==> src/hdl/sst_pkg.sv <==
package sst_pkg;

    localparam int MAX_MIPS_DEF   = 16;
    localparam int MAX_LAYERS_DEF = 64;
    localparam int STATE_BITS_DEF = 4;

    // Generation tag kept with each table entry; a whole-image set bumps it.
    localparam int EPOCH_BITS = 4;

    localparam int CFG_ADDR_W = 4;
    localparam int CFG_DATA_W = 32;

    localparam logic [1:0] REG_MIP_COUNT   = 2'd0;
    localparam logic [1:0] REG_LAYER_COUNT = 2'd1;
    localparam logic [1:0] REG_HAS_STENCIL = 2'd2;

    localparam logic [1:0] CMD_SET     = 2'd0;
    localparam logic [1:0] CMD_QUERY   = 2'd1;
    localparam logic [1:0] CMD_STENCIL = 2'd2;

    typedef struct packed {
        logic [4:0] mip_count;
        logic [6:0] layer_count;
        logic       has_stencil;
    } t_cfg;

endpackage

==> src/hdl/sst_cfg.sv <==
module sst_cfg (
    input  logic                           i_clk,
    input  logic                           i_rst_n,
    input  logic                           psel,
    input  logic                           penable,
    input  logic                           pwrite,
    input  logic [sst_pkg::CFG_ADDR_W-1:0] paddr,
    input  logic [sst_pkg::CFG_DATA_W-1:0] pwdata,
    output logic [sst_pkg::CFG_DATA_W-1:0] prdata,
    output logic                           pready,
    output sst_pkg::t_cfg                  o_cfg
);
    import sst_pkg::*;

    t_cfg       r_cfg;
    logic       wr_en;
    logic [1:0] reg_idx;

    assign pready  = 1'b1;
    assign wr_en   = psel && penable && pwrite;
    assign reg_idx = paddr[3:2];

    always_ff @(posedge i_clk) begin
        if (!i_rst_n) begin
            r_cfg.mip_count   <= 5'd1;
            r_cfg.layer_count <= 7'd1;
            r_cfg.has_stencil <= 1'b0;
        end else if (wr_en) begin
            case (reg_idx)
                REG_MIP_COUNT:   r_cfg.mip_count   <= pwdata[4:0];
                REG_LAYER_COUNT: r_cfg.layer_count <= pwdata[6:0];
                REG_HAS_STENCIL: r_cfg.has_stencil <= pwdata[0];
                default: ;
            endcase
        end
    end

    always_comb begin
        unique case (reg_idx)
            REG_MIP_COUNT:   prdata = {27'd0, r_cfg.mip_count};
            REG_LAYER_COUNT: prdata = {25'd0, r_cfg.layer_count};
            REG_HAS_STENCIL: prdata = {31'd0, r_cfg.has_stencil};
            default:         prdata = '0;
        endcase
    end

    assign o_cfg = r_cfg;

endmodule

==> config.mk <==
export PLATFORM = sky130hd
export DESIGN_NAME = sst_cfg
export DESIGN_NICKNAME = d
export VERILOG_FILES = /design/src/hdl/sst_pkg.sv /design/src/hdl/sst_cfg.sv
export SDC_FILE = /design/constraint.sdc
export NUM_CORES = 1
export LEC_CHECK = 0
export BUFFER_PORTS_ARGS = -buffer_cell sky130_fd_sc_hd__buf_2
export CAP_MARGIN = 20
export CORE_ASPECT_RATIO = 0.9
export CORE_MARGIN = 5
export CORE_UTILIZATION = 37
export CTS_CLUSTER_DIAMETER = 120
export CTS_CLUSTER_SIZE = 12
export DETAILED_ROUTE_END_ITERATION = 8
export HOLD_SLACK_MARGIN = 0.05
export PLACE_DENSITY_LB_ADDON = 0.15
export SETUP_SLACK_MARGIN = 0.3
export SKIP_CTS_REPAIR_TIMING = 1
export SLEW_MARGIN = 20
export SYNTH_ARGS = -nofsm -noshare
export SYNTH_HDL_FRONTEND = slang
export SYNTH_SLANG_ARGS = --single-unit
==> constraint.sdc <==
create_clock -name i_clk -period 2.1 [get_ports i_clk]
set_input_delay 0.525 -clock i_clk [delete_from_list [all_inputs] [get_ports i_clk]]
set_output_delay 0.525 -clock i_clk [all_outputs]
set_load 0.03 [all_outputs]
# After elaboration in Yosys (flattened, before gate mapping)
# Cells that the tools add are included.
# W data, S select, Z words.
dict set report totals {
  ff_bits 13
  latch_bits 0
  ramBits 0
  romBits 0
  word_cells 12
  mem_count 0
}
dict set report op_classes {
  n_addsub 0
  n_mul 0
  n_div 0
  order_cmp 0
  n_eq_ne 2
  shift 0
  muxes 1
  bitwise 0
  reduce_logical 6
}
# cell count
set op_table {}
lappend op_table {{$pmux W7 S3} 1}
lappend op_table {{$reduce_and A2 Y1} 3}
lappend op_table {{$eq A2 B1 Y1 const B} 1}
lappend op_table {{$eq A2 B2 Y1 const B} 1}
lappend op_table {{$logic_and A1 B1 Y1} 2}
lappend op_table {{$logic_not A2 Y1} 1}

# Longest topological paths before layout
# Gate-level depths: netlist of the first run.
dict set report logic_depth {
  word_depth 3
  depth_mapped 4
}

# Worst setup path before layout of the first run
# No wires, ideal clock.
dict set report synth_timing {
  kind {input -> output}
  startpoint {input port paddr[2] (netlist name)}
  endpoint {output port prdata[0] (netlist name)}
  t_arrival_ns 1.489
  required_ns 1.575
  slack_ns 0.086
  cell_stages 3
  cell_sequence {buf_4 > mux2i_1 > o21ai_0}
}
dict set report synth_via {
  elab_chain_len 2
  word_cells_on_any_way 4
  cone_classes {2 x eq/ne; 1 x mux; 1 x reduce/logical}
}
# element line_no
set synth_rtl {}
lappend synth_rtl {{from (decl)} sst_cfg.sv:7} ;# input logic [sst_pkg::CFG_ADDR_W-1:0] paddr,
lappend synth_rtl {{$eq A2 B2 Y1 (tied with other cells)} sst_cfg.sv:39} ;# unique case (reg_idx)
lappend synth_rtl {{$pmux W7 S3 *} sst_cfg.sv:39}
lappend synth_rtl {{to (decl)} sst_cfg.sv:9} ;# output logic [sst_pkg::CFG_DATA_W-1:0] prdata,
# Mark *: on every way between the ends. The rest lies on a longest branch, timed or not.

# Final worst setup path of the first run
# Ends and elaborated chain as after synthesis.

==> run_results.csv, run 1 <==
group,metric,value,unit
timing,final_min_period_over_clock_period,0.812,
power,total_leakage_power,0.529,nW
worst_hold_path,worstHoldPathType,"reg -> reg",
logic_synthesis,yosys.cell_types.count,16,
timing,finalHoldViolations,0,
place,quantity_of_i_o_buffers_inserted_on_ports,33,
grt,antenna_found_initial,0,
power,power.share.clock,0.291,
timing,slew_viol_final,0,
worst_setup_path,max_stage_delay,200,ps
timing,fmax,586,MHz
clocking,worst_skew_pair.late_latency,270,ps
timing,final.hold.worst_slack,469,ps
clocking,clock-sinks,13,
cells_and_area,commonest_cells_after_routing_fill_and_taps_aside,"sky130_fd_sc_hd__buf_2 (32), sky130_fd_sc_hd__conb_1 (26), sky130_fd_sc_hd__mux2i_1 (18), sky130_fd_sc_hd__nand2_1 (18), sky130_fd_sc_hd__dfxtp_1 (13)",
worst_setup_path,worstPathBufferInverterCount,2,
place,detailedPlacementHpwl,1.41,mm
place,setup_slack_at_placement,342,ps
clocking,clock_tree.root_cell,"sky130_fd_sc_hd__clkbuf_4",
route,first_iter_violations,4,
logic_synthesis,post_syn_instances,98,
route,detailedRoute.firstPassIterationCount,4,
cells_and_area,fillcell_total,242,
worst_setup_path,timing.critical_path.required,1570,ps
logic_synthesis,postSynthAreaPerCell,8.69,µm²
power,p_int,0.346,mW
clocking,cts_tree,"done",
worst_setup_path,cp_data_arrival_time,1180,ps
grt,grt.overflow.total,0,
floorplanning,io_pins,87,
power,pwr_density_cell,556,nW/µm²
cells_and_area,seq_area,260,µm²
cells_and_area,layout_commonest_cell,"sky130_fd_sc_hd__buf_2",
timing,layout_setup_ws,395,ps
power,p_comb_frac,0.230,
clocking,cts-buffers-inserted,3,
clocking,htreeDepth,1,
floorplanning,num_rows,16,
cells_and_area,drive_above_1_share,0.302,
worst_setup_path,crit_path_cell_trace,"clkbuf_4 -> mux2i_1 -> o21ai_1 -> buf_2",
outcome,status,"completed",
timing,final_period_minus_worst_setup_slack,1710,ps
power,switching_share_of_power,0.341,
timing,report.final.setup_viol,0,
worst_setup_path,cp-end-kind,"output port",
cells_and_area,finalNetCount,171,
cells_and_area,multiInputGateArea,443,µm²
route,drt_drc_violations_left,0,
route,detail_route.vias_per_cell,4.17,
cells_and_area,areaGrowthSynthToFinish,11.0,%
grt,largest_net_degree_at_the_start_of_global_routing,22,
cells_and_area,largest_reg_flops,13,
worst_setup_path,timing.critical_path.fanout_max,11,
clocking,clkTransAtPathRegs,80,ps
timing,timing.clock.skew,0,ps
power,seqPwrFrac,0.479,
worst_setup_path,path_class,"in -> out",
floorplanning,initial_core_utilization,0.390,
floorplanning,dieArea,3360,µm²
power,power.switching,0.179,mW
grt,grt.total_usage,0.108,
route,drt-wirelength-per-cell,11.6,µm
route,dr_total_vias,650,
floorplanning,floorplan.die.height,55.5,µm
floorplanning,core_area,2180,µm²
grt,grt_first_pass_wirelength,2.79,mm
floorplanning,die_w,60.6,µm
worst_setup_path,crit_path_top_delay_cell,"sky130_fd_sc_hd__clkbuf_4",
logic_synthesis,synth_area,852,µm²
route,drt_wl_total,1.81,mm
job,drv_cap,0,
worst_setup_path,startpoint_type,"input pin",
timing,tns,0,ps
timing,setup_repair_after_global_routing_missed_its_margin,"false",
logic_synthesis,synth.yosys.seq_area_share,0.305,
clocking,cts_buffer_depth,2,
place,gp_congestion,0.656,
grt,grt_pass1_vias,628,
worst_setup_path,path_delay_family,"buffers and inverters",
power,vdd.ir_drop.worst,0.226,mV
cells_and_area,antenna_cells,0,
logic_synthesis,ys.warnings.count,0,
route,postRouteAntennaNets,0,
logic_synthesis,synth.ff_latch_count,13,
[worst paths after layout]
check / start / end / slack [ps] / depth (start not counted)
max: paddr[2] / prdata[0] / 390 / 4
min: o_cfg[7] / o_cfg[7] / 470 / 2
max reg2reg: o_cfg[8] / o_cfg[8] / 1390 / 2
min reg2reg: o_cfg[7] / o_cfg[7] / 470 / 2
[metal layers]
metal | GRT usage | vias to the layer above | share of wire | routed length [µm]
met5 | 0 | - | 0 | 0
met1 | 0.121 | 291 | 0.40 | 721
met3 | 0.0350 | 2 | 0.12 | 210
met4 | 0.0464 | 0 | 0.0072 | 13
met2 | 0.180 | 32 | 0.48 | 868
li1 | - | 325 | - | -
[worst reg2reg max path, stage by stage (launching register included)]
cell                      delay, ps
sky130_fd_sc_hd__dfxtp_1        350
sky130_fd_sc_hd__and2b_1        180
sky130_fd_sc_hd__mux2i_1        110
[power by group through the flow]
stage | Clock [mW] | Sequential (mW) | Combinational (mW)
after floorplan | 0 | 0.264 | 0.131
after global routing | 0.172 | 0.252 | 0.129
after detailed placement | 0 | 0.258 | 0.120
after global placement | 0 | 0.257 | 0.119
after CTS | 0.163 | 0.252 | 0.120
final | 0.153 | 0.252 | 0.121
[metrics by stage]
step                      total power, mW   util  area [µm²]  cells
after global routing                0.553  0.433         946    156
after global placement              0.376  0.420         917    152
after detailed placement            0.377  0.420         917    152
final                               0.526  0.433         946    156
after CTS                           0.534  0.432         943    156
after floorplan                     0.394      -         942    122
[final cells by class]
| class | count | share of cell area |
|---|---|---|
| flip-flops and latches | 13 | 0.275 |
| repair buffers | 35 | 0.193 |
| multi-input cells | 77 | 0.468 |
| clock buffers | 4 | 0.0278 |
| well taps | 27 | 0.0357 |
[kinds of logic after synthesis]
kind of cell           share of synthesized area
flip-flops                                 0.305
other                                    0.00881
AND/OR/NAND/NOR                            0.188
multiplexers                               0.211
buffers and inverters                      0.280
AO/OA/AOI/OAI                            0.00587
[cell usage after synthesis, drive strengths merged]
cell type / number / share of area
buf: 32 / 0.28
or3: 1 / 0.0073
conb: 2 / 0.0088
and3b: 2 / 0.021
and2b: 2 / 0.018
o21ai: 1 / 0.0059
mux2i: 18 / 0.21
nand3: 1 / 0.012
nor2b: 1 / 0.0073
nand2: 18 / 0.079
dfxtp: 13 / 0.31
nor3b: 2 / 0.018
nand3b: 1 / 0.0088
nor2: 4 / 0.018
No activity file was read; power rests on OpenSTA's default activity.
==> run 2, diff against run 1 <==
--- a/config.mk
+++ b/config.mk
@@ -9,7 +9,7 @@
 export CAP_MARGIN = 20
 export CORE_ASPECT_RATIO = 0.9
 export CORE_MARGIN = 5
-export CORE_UTILIZATION = 37
+export CORE_UTILIZATION = 35
 export CTS_CLUSTER_DIAMETER = 120
 export CTS_CLUSTER_SIZE = 12
 export DETAILED_ROUTE_END_ITERATION = 8
==> constraint.sdc (replaced) <==
create_clock -name i_clk -period 1.74 [get_ports i_clk]
set_input_delay 0.435 -clock i_clk [delete_from_list [all_inputs] [get_ports i_clk]]
set_output_delay 0.435 -clock i_clk [all_outputs]
set_load 0.03 [all_outputs]
==> run 2 against run 1 <==
Net effect:
- worst hold slack worse by 53 ps
- register-to-register slack worse by 370 ps
- count of clock-buffer cells in the layout unchanged
- power up 25%
==> run_results.csv, run 2 (same netlist as run 1, synthesis figures left out) <==
group,metric,value,unit
timing,finalHoldViolations,0,
worst_setup_path,startpoint_type,"input pin",
route,drt_wl_total,1.89,mm
timing,report.final.setup_viol,0,
power,total_leakage_power,0.565,nW
cells_and_area,antenna_cells,0,
route,detail_route.vias_per_cell,4.21,
grt,grt_pass1_vias,571,
power,power,0.655,mW
timing,final.hold.worst_slack,416,ps
floorplanning,dieArea,3520,µm²
worst_setup_path,cp-end-kind,"output port",
cells_and_area,fillcell_total,261,
power,vdd.ir_drop.worst,0.357,mV
cells_and_area,largest_reg_flops,13,
cells_and_area,areaGrowthSynthToFinish,29.2,%
worst_setup_path,timing.critical_path.fanout_max,6,
route,drt_drc_violations_left,0,
timing,final_min_period_over_clock_period,0.822,
timing,final_period_minus_worst_setup_slack,1430,ps
place,setup_slack_at_placement,117,ps
power,pwr_density_cell,595,nW/µm²
cells_and_area,seq_area,273,µm²
clocking,worst_skew_pair.late_latency,270,ps
timing,slew_viol_final,0,
timing,setup_repair_after_global_routing_missed_its_margin,"true",
worst_setup_path,cp_data_arrival_time,1000,ps
route,drt-wirelength-per-cell,11.8,µm
grt,grt.total_usage,0.103,
grt,antenna_found_initial,0,
job,drv_cap,0,
floorplanning,num_rows,17,
timing,tns,0,ps
clocking,clock_tree.root_cell,"sky130_fd_sc_hd__clkbuf_4",
place,quantity_of_i_o_buffers_inserted_on_ports,33,
floorplanning,core_area,2380,µm²
floorplanning,initial_core_utilization,0.358,
route,detailedRoute.firstPassIterationCount,4,
cells_and_area,commonest_cells_after_routing_fill_and_taps_aside,"sky130_fd_sc_hd__conb_1 (26), sky130_fd_sc_hd__buf_2 (24), sky130_fd_sc_hd__nand2_1 (18), sky130_fd_sc_hd__mux2i_1 (15), sky130_fd_sc_hd__dfxtp_2 (10)",
clocking,clock-sinks,13,
grt,grt_first_pass_wirelength,2.63,mm
floorplanning,io_pins,87,
route,dr_total_vias,678,
cells_and_area,layout_commonest_cell,"sky130_fd_sc_hd__conb_1",
place,detailedPlacementHpwl,1.40,mm
cells_and_area,drive_above_1_share,0.459,
route,postRouteAntennaNets,0,
clocking,cts_buffer_depth,2,
cells_and_area,multiInputGateArea,485,µm²
clocking,cts-buffers-inserted,3,
timing,timing.clock.skew,0,ps
grt,largest_net_degree_at_the_start_of_global_routing,22,
route,first_iter_violations,8,
worst_hold_path,worstHoldPathType,"in -> reg",
worst_setup_path,timing.critical_path.required,1300,ps
clocking,cts_tree,"done",
floorplanning,floorplan.die.height,56.8,µm
place,gp_congestion,0.619,
outcome,status,"completed",
cells_and_area,finalNetCount,175,
grt,grt.overflow.total,0,
floorplanning,die_w,62.0,µm
timing,layout_setup_ws,309,ps
timing,fmax,699,MHz
worst_setup_path,path_class,"in -> out",
clocking,clkTransAtPathRegs,70,ps
clocking,htreeDepth,1,
==> run 2: cell types whose count changed in the layout (fill, tap and decap cells not counted), sizes merged <==
cell	before	now
buf	34	37
clkbuf	5	6
==> run 2: final timing paths <==
| check | slack, ps | endpoint | depth (start not counted) | from |
|---|---|---|---|---|
| worst max register to register | 1020 | o_cfg[8] | 2 | o_cfg[8] |
| worst min-delay path | 420 | o_cfg[7] | 3 | pwdata[6] |
| worst min register to register | 470 | o_cfg[10] | 2 | o_cfg[10] |
| worst max-delay path | 310 | prdata[1] | 4 | paddr[2] |
==> run 2: worst max-delay path, stage by stage <==
cell	delay, ps
sky130_fd_sc_hd__buf_12	120
sky130_fd_sc_hd__mux2i_4	180
sky130_fd_sc_hd__nor2_2	70
sky130_fd_sc_hd__clkbuf_4	190
==> run 2: power by group <==
part           internal (mW)  switching [mW]
Clock                 0.0888          0.0959
Sequential             0.302         0.00342
Combinational         0.0436           0.121
Total                  0.434           0.221
==> run 2: metrics by stage <==
stage               std cells  utilization  instance area [µm²]
floorplan                 122            -                  956
global placement          153        0.391                  932
detailed placement        153        0.391                  932
CTS                       157        0.402                  958
global route              161        0.462                 1100
finish                    161        0.462                 1100
==> run 2: routing by layer <==
metal | GRT usage | vias up | share of wire
li1 | - | 337 | -
met1 | 0.128 | 305 | 0.40
met2 | 0.161 | 32 | 0.48
met3 | 0.0207 | 4 | 0.096
met4 | 0.0545 | 0 | 0.016
met5 | 0 | - | 0
==> run 2: layout make-up <==
cell class	count	share of cell area
multi-input cells	77	0.441
repair buffers	39	0.256
flip-flops and latches	13	0.248
well taps	28	0.0318
clock buffers	4	0.0239
